--- config.mk ---
export PLATFORM = sky130hd
export DESIGN_NAME = cube_face_uv_projection
export DESIGN_NICKNAME = d
export VERILOG_FILES = /design/src/sv/cfuv_pkg.sv /design/src/sv/cfuv_front.sv /design/src/sv/cfuv_cell.sv /design/src/sv/cube_face_uv_projection.sv
export SDC_FILE = /design/constraint.sdc
export NUM_CORES = 2
export LEC_CHECK = 0
export BUFFER_PORTS_ARGS = -buffer_cell sky130_fd_sc_hd__buf_4
export CORE_ASPECT_RATIO = 0.7
export CORE_UTILIZATION = 40
export CTS_CLUSTER_DIAMETER = 30
export DETAILED_ROUTE_END_ITERATION = 10
export GPL_ROUTABILITY_DRIVEN = 0
export PLACE_DENSITY = 0.58
export SETUP_SLACK_MARGIN = 0.1
export SLEW_MARGIN = 20
export SYNTH_ARGS = -nofsm -noshare
export SYNTH_HDL_FRONTEND = slang
export SYNTH_HIERARCHICAL = 1
export SYNTH_SLANG_ARGS = --single-unit
--- constraint.sdc ---
create_clock -name clk -period 8.3 [get_ports clk]
set_input_delay 1.66 -clock clk [delete_from_list [all_inputs] [get_ports clk]]
set_output_delay 1.66 -clock clk [all_outputs]
set_load 0.01 [all_outputs]
--- src/sv/cfuv_pkg.sv ---
// Shared constants and types for the cube face UV projection block.
`default_nettype none
package cfuv_pkg;

  localparam int COORD_WIDTH = 16;
  localparam int UV_WIDTH    = 16;
  localparam int NUM_W       = COORD_WIDTH + 1;
  localparam int FACE_W      = 3;

  localparam logic [FACE_W-1:0] FACE_POS_X = 3'd0;
  localparam logic [FACE_W-1:0] FACE_NEG_X = 3'd1;
  localparam logic [FACE_W-1:0] FACE_POS_Y = 3'd2;
  localparam logic [FACE_W-1:0] FACE_NEG_Y = 3'd3;
  localparam logic [FACE_W-1:0] FACE_POS_Z = 3'd4;
  localparam logic [FACE_W-1:0] FACE_NEG_Z = 3'd5;

  // Per-transaction data moving down the divider chain.
  typedef struct packed {
    logic [NUM_W-1:0]    rem_u;
    logic [NUM_W-1:0]    rem_v;
    logic [NUM_W-1:0]    divisor;
    logic [UV_WIDTH-1:0] quot_u;
    logic [UV_WIDTH-1:0] quot_v;
    logic [FACE_W-1:0]   face;
    logic                zero;
  } stage_t;

endpackage
`default_nettype wire

--- src/sv/cfuv_front.sv ---
// Face selection, projection and divider setup stage.
`default_nettype none
module cfuv_front (
  input  wire logic                                     clk,
  input  wire logic                                     rst,
  input  wire logic                                     in_valid,
  input  wire logic signed [cfuv_pkg::COORD_WIDTH-1:0]  coord_x,
  input  wire logic signed [cfuv_pkg::COORD_WIDTH-1:0]  coord_y,
  input  wire logic signed [cfuv_pkg::COORD_WIDTH-1:0]  coord_z,
  output logic                                          out_valid,
  output cfuv_pkg::stage_t                              out_stage
);

  localparam int CW = cfuv_pkg::COORD_WIDTH;
  localparam int NW = cfuv_pkg::NUM_W;

  logic signed [NW-1:0] xe, ye, ze, xn, yn, zn;
  logic [CW-1:0]        ax, ay, az, m;
  logic signed [NW-1:0] s, t;
  logic signed [NW:0]   sum_u, sum_v;
  logic [cfuv_pkg::FACE_W-1:0] face;
  logic                 zero;
  cfuv_pkg::stage_t     stage_next;

  always_comb begin
    xe = NW'(coord_x);
    ye = NW'(coord_y);
    ze = NW'(coord_z);
    xn = -xe;
    yn = -ye;
    zn = -ze;
    ax = xe[NW-1] ? CW'(xn) : CW'(xe);
    ay = ye[NW-1] ? CW'(yn) : CW'(ye);
    az = ze[NW-1] ? CW'(zn) : CW'(ze);
    zero = (coord_x == '0) && (coord_y == '0) && (coord_z == '0);
    if (az >= ax && az >= ay) begin
      m = az;
      if (coord_z > 0) begin
        face = cfuv_pkg::FACE_POS_Z; s = xe; t = ye;
      end else begin
        face = cfuv_pkg::FACE_NEG_Z; s = xn; t = ye;
      end
    end else if (ay >= ax && ay >= az) begin
      m = ay;
      if (coord_y > 0) begin
        face = cfuv_pkg::FACE_POS_Y; s = xe; t = zn;
      end else begin
        face = cfuv_pkg::FACE_NEG_Y; s = xe; t = ze;
      end
    end else begin
      m = ax;
      if (coord_x > 0) begin
        face = cfuv_pkg::FACE_POS_X; s = zn; t = ye;
      end else begin
        face = cfuv_pkg::FACE_NEG_X; s = ze; t = ye;
      end
    end
    sum_u = (NW+1)'(s) + $signed({2'b00, m});
    sum_v = (NW+1)'(t) + $signed({2'b00, m});
    stage_next.rem_u   = sum_u[NW-1:0];
    stage_next.rem_v   = sum_v[NW-1:0];
    stage_next.divisor = {m, 1'b0};
    stage_next.quot_u  = '0;
    stage_next.quot_v  = '0;
    stage_next.face    = face;
    stage_next.zero    = zero;
  end

  always_ff @(posedge clk) begin
    if (rst) begin
      out_valid <= 1'b0;
    end else begin
      out_valid <= in_valid;
    end
    out_stage <= stage_next;
  end

endmodule
`default_nettype wire

--- src/sv/cfuv_cell.sv ---
// One divider cell: produces one quotient bit for both u and v lanes.
`default_nettype none
module cfuv_cell (
  input  wire logic             clk,
  input  wire logic             rst,
  input  wire logic             in_valid,
  input  wire cfuv_pkg::stage_t in_stage,
  output logic                  out_valid,
  output cfuv_pkg::stage_t      out_stage
);

  localparam int NW = cfuv_pkg::NUM_W;
  localparam int UW = cfuv_pkg::UV_WIDTH;

  logic [NW:0]      tu, tv, dx;
  logic             bit_u, bit_v;
  cfuv_pkg::stage_t stage_next;

  always_comb begin
    tu = {in_stage.rem_u, 1'b0};
    tv = {in_stage.rem_v, 1'b0};
    dx = {1'b0, in_stage.divisor};
    bit_u = (tu >= dx);
    bit_v = (tv >= dx);
    stage_next = in_stage;
    stage_next.rem_u  = bit_u ? NW'(tu - dx) : NW'(tu);
    stage_next.rem_v  = bit_v ? NW'(tv - dx) : NW'(tv);
    stage_next.quot_u = {in_stage.quot_u[UW-2:0], bit_u};
    stage_next.quot_v = {in_stage.quot_v[UW-2:0], bit_v};
  end

  always_ff @(posedge clk) begin
    if (rst) begin
      out_valid <= 1'b0;
    end else begin
      out_valid <= in_valid;
    end
    out_stage <= stage_next;
  end

endmodule
`default_nettype wire

--- src/sv/cube_face_uv_projection.sv ---
// Cube map face selection and face UV top level: front stage, divider cell chain, output register.
// A direction is taken in every cycle (busy is always low). Its result
// appears on the result ports after passing the face-select stage, the
// chain of divider cells (one quotient bit per cell) and the output
// register, and is marked by done for one cycle. The receiver cannot
// stall: each result must be taken in the cycle that done is high.
`default_nettype none
module cube_face_uv_projection (
  input  wire logic                                     clk,
  input  wire logic                                     rst,
  input  wire logic                                     start,
  output logic                                          busy,
  input  wire logic signed [cfuv_pkg::COORD_WIDTH-1:0]  coord_x,
  input  wire logic signed [cfuv_pkg::COORD_WIDTH-1:0]  coord_y,
  input  wire logic signed [cfuv_pkg::COORD_WIDTH-1:0]  coord_z,
  output logic                                          done,
  output logic [cfuv_pkg::UV_WIDTH-1:0]                 tex_u,
  output logic [cfuv_pkg::UV_WIDTH-1:0]                 tex_v,
  output logic [cfuv_pkg::FACE_W-1:0]                   face_index,
  output logic                                          zero_vector
);

  localparam int UW  = cfuv_pkg::UV_WIDTH;
  localparam int LAT = UW + 2;

  logic             accept;
  logic             pipe_valid [0:UW];
  cfuv_pkg::stage_t pipe_stage [0:UW];
  cfuv_pkg::stage_t last;

  assign busy   = 1'b0;
  assign accept = start && !busy;

  cfuv_front u_front (
    .clk       (clk),
    .rst       (rst),
    .in_valid  (accept),
    .coord_x   (coord_x),
    .coord_y   (coord_y),
    .coord_z   (coord_z),
    .out_valid (pipe_valid[0]),
    .out_stage (pipe_stage[0])
  );

  for (genvar i = 0; i < UW; i++) begin : g_cell
    cfuv_cell u_cell (
      .clk       (clk),
      .rst       (rst),
      .in_valid  (pipe_valid[i]),
      .in_stage  (pipe_stage[i]),
      .out_valid (pipe_valid[i+1]),
      .out_stage (pipe_stage[i+1])
    );
  end

  assign last = pipe_stage[UW];

  always_ff @(posedge clk) begin
    if (rst) begin
      done <= 1'b0;
    end else begin
      done <= pipe_valid[UW];
    end
    tex_u       <= last.zero ? '0 : last.quot_u;
    tex_v       <= last.zero ? '0 : last.quot_v;
    face_index  <= last.face;
    zero_vector <= last.zero;
  end

  a_latency: assert property (@(posedge clk) disable iff (rst)
    accept |-> ##LAT done)
    else $error("transaction result missing at expected latency");

  a_zero_uv: assert property (@(posedge clk) disable iff (rst)
    (done && zero_vector) |-> (tex_u == '0 && tex_v == '0))
    else $error("zero vector with nonzero uv");

  a_zero_face: assert property (@(posedge clk) disable iff (rst)
    (done && zero_vector) |-> (face_index == cfuv_pkg::FACE_NEG_Z))
    else $error("zero vector not mapped to -z face");

  a_no_spurious: assert property (@(posedge clk) disable iff (rst)
    (done && !$past(rst, LAT)) |-> $past(accept, LAT))
    else $error("result without a transaction");

endmodule
`default_nettype wire
## Word-level counts from Yosys, hierarchy flattened

Index checks and enable logic that the tools add are counted.
Widths: inputs -> output; s select.

- Add/sub/neg operators: 35
- $lt $le $gt $ge: 39
- Muxes and demuxes: 47
- Reduce and logical (&&, ||, !) cells: 7

Operator list:

| operator | number |
|---|---|
| $mux 17 | 37 |
| $ge 18x17->1 | 32 |
| $sub 17x17->17 | 30 |
| $mux 16 | 5 |
| $ge 16x16->1 | 4 |
| $gt 16x1->1 const B | 3 |
| $logic_not 16->1 | 3 |
| $add 17x17->17 | 2 |
| $neg 16->17 | 2 |
| $neg 16->16 | 1 |
| $mux 3 | 2 |
| $logic_and 1x1->1 | 4 |
| $mux 1 | 3 |

- Register bits: 1194
- Input port bits: 51
- Word-level logic and storage cells: 294

## Depth between registers and ports, before layout

- Depth after elaboration: 7
- Depth in mapped cells: 33

## Cells and area by module

Netlist, hierarchy kept.

By module, submodules not included:

| module | times used | cells an instance | area each (um^2) | sequential area each (um^2) |
|---|---|---|---|---|
| cfuv_cell at g_cell[0].u_cell ... | 15 | 399 | 4108.9 | 1761.7 |
| cfuv_front | 1 | 793 | 6254.7 | 1101.1 |
| cfuv_cell at g_cell[2].u_cell | 1 | 378 | 3896.2 | 1761.7 |
| cube_face_uv_projection | 1 | 75 | 980.9 | 740.7 |

## Least setup slack after synthesis

No wires, ideal clock.

- Kind: input to register
- Start: in coord_z[2] (netlist name)
- End: reg u_front/out_stage[86] (netlist name)
- Setup time: 0.123 ns
- Data arrival time: 8.171 ns
- Setup slack: 0.006 ns
- Cell stages on the path: 32
- Path buffers: 3
- Cell sequence: buf_4 -> nor3_2 -> nand3_1 -> or3_1 -> or3_1 -> or3_4 -> or3_4 -> nor3_1 -> ha_1 -> inv_1 -> ha_1 -> nand3_1 -> or4_1 -> inv_1 -> a21o_1 -> and2_1 -> buf_2 -> o22ai_2 -> buf_4 -> a222oi_1 -> ha_1 -> inv_1 -> fa_1 -> nor2b_1 -> o21a_1 -> o21ai_0 -> a21oi_1 -> a211oi_1 -> o311ai_0 -> a21o_1 -> a21oi_1 -> xnor2_1

- Longest elaborated chain between the ends: 7
- Elaborated cells on any way between the ends: 15

RTL lines:

| element | line | source |
|---|---|---|
| start: declaration | cube_face_uv_projection.sv:15 | `input wire logic signed [cfuv_pkg::COORD_WIDTH-1:0] coord_z,` |
| $neg 16->17 | cfuv_front.sv:31 | `zn = -ze;` |
| $mux 16 (*) | cfuv_front.sv:34 | `az = ze[NW-1] ? CW'(zn) : CW'(ze);` |
| $ge 16x16->1 | cfuv_front.sv:43 | `end else if (ay >= ax && ay >= az) begin` |
| $logic_and 1x1->1 | cfuv_front.sv:43 |  |
| $mux 16 | cfuv_front.sv:43 |  |
| $mux 16 (*) | cfuv_front.sv:36 | `if (az >= ax && az >= ay) begin` |
| via u_front.m[0] | cfuv_front.sv:18 | `logic [CW-1:0] ax, ay, az, m;` |
| $add 17x17->17 (*) | cfuv_front.sv:58 | `sum_u = (NW+1)'(s) + $signed({2'b00, m});` |
| via u_front.sum_u[16] | cfuv_front.sv:20 | `logic signed [NW:0] sum_u, sum_v;` |
| end signal: assignment | cfuv_front.sv:75 | `out_stage <= stage_next;` |
| end: declaration | cfuv_front.sv:11 | `output cfuv_pkg::stage_t out_stage` |

Mark *: on every way through the listed nets, which the timed path passes. The rest lies on a longest branch.
A chain may end at the register's enable or synchronous reset.

## Worst setup path in the final report

- Start: in coord_z[2] (netlist name)
- End: reg u_front/out_stage[68] (netlist name)

- Longest elaborated chain between the ends: 7
- Elaborated cells on any way between the ends: 13

RTL lines:

| element | line | source |
|---|---|---|
| $neg 16->17 | cfuv_front.sv:31 |  |
| $mux 16 (*) | cfuv_front.sv:34 |  |
| $ge 16x16->1 | cfuv_front.sv:43 |  |
| $logic_and 1x1->1 | cfuv_front.sv:43 |  |
| $mux 16 | cfuv_front.sv:43 |  |
| $mux 16 (*) | cfuv_front.sv:36 |  |
| via u_front.m[1] | cfuv_front.sv:18 |  |
| $add 17x17->17 (*) | cfuv_front.sv:59 | `sum_v = (NW+1)'(t) + $signed({2'b00, m});` |
| via u_front.sum_v[15] | cfuv_front.sv:20 |  |

Marked as above.

==> out/qor.csv <==
metric,value,unit
viasPerCell,5.460,
critPathRequiredTime,9.05,ns
hold_violations,0,
max_slew_margin,0.2103,
hold_path_class,flip-flop to flip-flop,
critPathSlowestCell,or3_1,
dpl.cell_count,8912,
cp-end-kind,flip-flop,
detail-route-antenna-nets,0,
fin_cells,9314,
start_kind,primary input,
drt_pass1_iterations,7,
tritoncts,built,
syn_to_final_growth,17.06,%
clock-root-buffer,clkbuf_16,
numPortBuffers,87,
slowest_delay,0.41,ns
grt_usage,0.2187,
yosysWarnings,6,
fill_cells,14950,
drive_above_1_share,0.1691,
syn_area,65290,µm²
syn_nets,7426,
nNetsFinal,7714,
start_util,0.4048,
multi_input_area,38500,µm²
max-cap-violations,0,
grt.busiest_layer,met1,
use_met2,0.2817,
worst_hold_slack,0.2964,ns
cts_sinks,1209,
arrival,8.57,ns
clk_path_buf_depth,3,
dieArea,164900,µm²
grt_pass1_wl,281200,µm
fp-row-count,123,
io_pins,89,
period_share,0.9427,
crit_path_max_fanout,8,
cts_htree_levels,4,
antenna_found_initial,14,
crit_type,primary input to flip-flop,
gr-total-overflow,0,
cts_buffers,211,
met3_usage,0.06319,
path_clk_slew,0.06,ns
hpwlAfterDp,147300,µm
worst_pin_slew,1.185,ns
slew_violations,0,
synthCells,6713,
wl_per_cell,19.87,µm
rsz0062_at_grt,true,
crit_top_cell,a21o_1,
tns,0,ns
grt_max_degree,32,
period_minus_slack,7.824,ns
max_freq,127.8,MHz
vias,50854,
grt.met1_usage,0.3396,
clock_latency,0.83,ns
grt_pass1_vias,48113,
avgSynthCellArea,9.726,µm²
die_w,484.9,µm
wl,185000,µm
route.detailed.drc,0,
outcome,"finished, final reports clean",
setup_viol,0,
dieHeight,340.0,µm
seqCellArea,24200,µm²
drt_iter0_drc,4495,
core,161300,µm²
finClkSkew,0.04755,ns
-- path summary, 6_finish.rpt --
check                                            endpoint  depth (start not counted)  slack (ns)                              startpoint
setup / recovery            u_front/out_stage[68]$_DFF_P_                         31        0.48                              coord_z[2]
hold / removal    g_cell[10].u_cell/out_stage[10]$_DFF_P_                          0        0.30   g_cell[9].u_cell/out_stage[9]$_DFF_P_
setup reg to reg   g_cell[1].u_cell/out_stage[63]$_DFF_P_                          8        4.35  g_cell[0].u_cell/out_stage[43]$_DFF_P_
hold reg to reg   g_cell[10].u_cell/out_stage[10]$_DFF_P_                          0        0.30   g_cell[9].u_cell/out_stage[9]$_DFF_P_
-- layout by cell type, fill, tap and decap left out, types with 32 or more instances in the layout --
cell type  instances
nand2b_1         128
o31ai_1           47
and3_1            69
mux2_2           318
fa_1              34
a211oi_1          43
o21ai_0          220
nor2b_1          175
and2_1            75
inv_6             37
mux2i_1           72
xnor2_1          235
or3_1             55
nand2_1          437
a21boi_0          46
inv_1            441
nand3_1          108
nand4_1           69
a21o_1           254
clkbuf_16        212
a21oi_1          402
ha_1             628
o211ai_1          79
o21a_1            80
buf_4            224
dfxtp_1         1208
a211o_1           32
nor2_1           416
mux2_4           107
nor3_1            70
xor2_1           164
-- routing by layer --
metal,vias up,wire length [µm]
li1,24703,-
met5,-,55
met3,269,17710
met1,23979,95340
met2,1895,67800
met4,8,4113
-- metrics by stage --
stage	setup WS, ns	util	area, µm²
finish	0.4759	0.4739	76430
global route	0.06811	0.4739	76430
CTS	0.5191	0.4737	76400
detailed placement	-0.3401	0.4260	68710
global placement	-0.2430	0.4260	68710
floorplan	0.1142	-	65290
-- cell type report --
| cell class | instances | share of cell area |
|---|---|---|
| clock inverter | 147 | 0.02631 |
| antenna | 3 | 0.00009822 |
| multi-input combinational | 4911 | 0.5037 |
| tap | 2125 | 0.03479 |
| inverter | 443 | 0.02179 |
| clock buffer | 251 | 0.07434 |
| timing repair buffer | 225 | 0.02226 |
| sequential | 1209 | 0.3167 |
-- state kept, by name (all words and copies together) (netlist names) --
signal	cells
done	1
face_index	3
g_cell.u_cell/out_stage	1101
g_cell.u_cell/out_valid	16
tex_u	16
tex_v	16
u_front/out_stage	54
u_front/out_valid	1
zero_vector	1
-- critical path, delay by kind of cell --
family                     cells  cell delay, ns
xor gates and xnor gates       2            0.39
AOI/OAI and AO/OA             13            3.06
and+or+nand+nor                9            2.23
buffers and inverters          5            0.67
adders and majority gates      2            0.55
-- what timing repair did --
action | CTS | global route
setup buffers | 0 | 1
setup endpoints to repair | 0 | 5
resized for setup | 0 | 4
hold buffers | 0 | 0
Power is not shown: default switching activity piles up to over one toggle a cycle in this logic, so the estimate is an artifact.
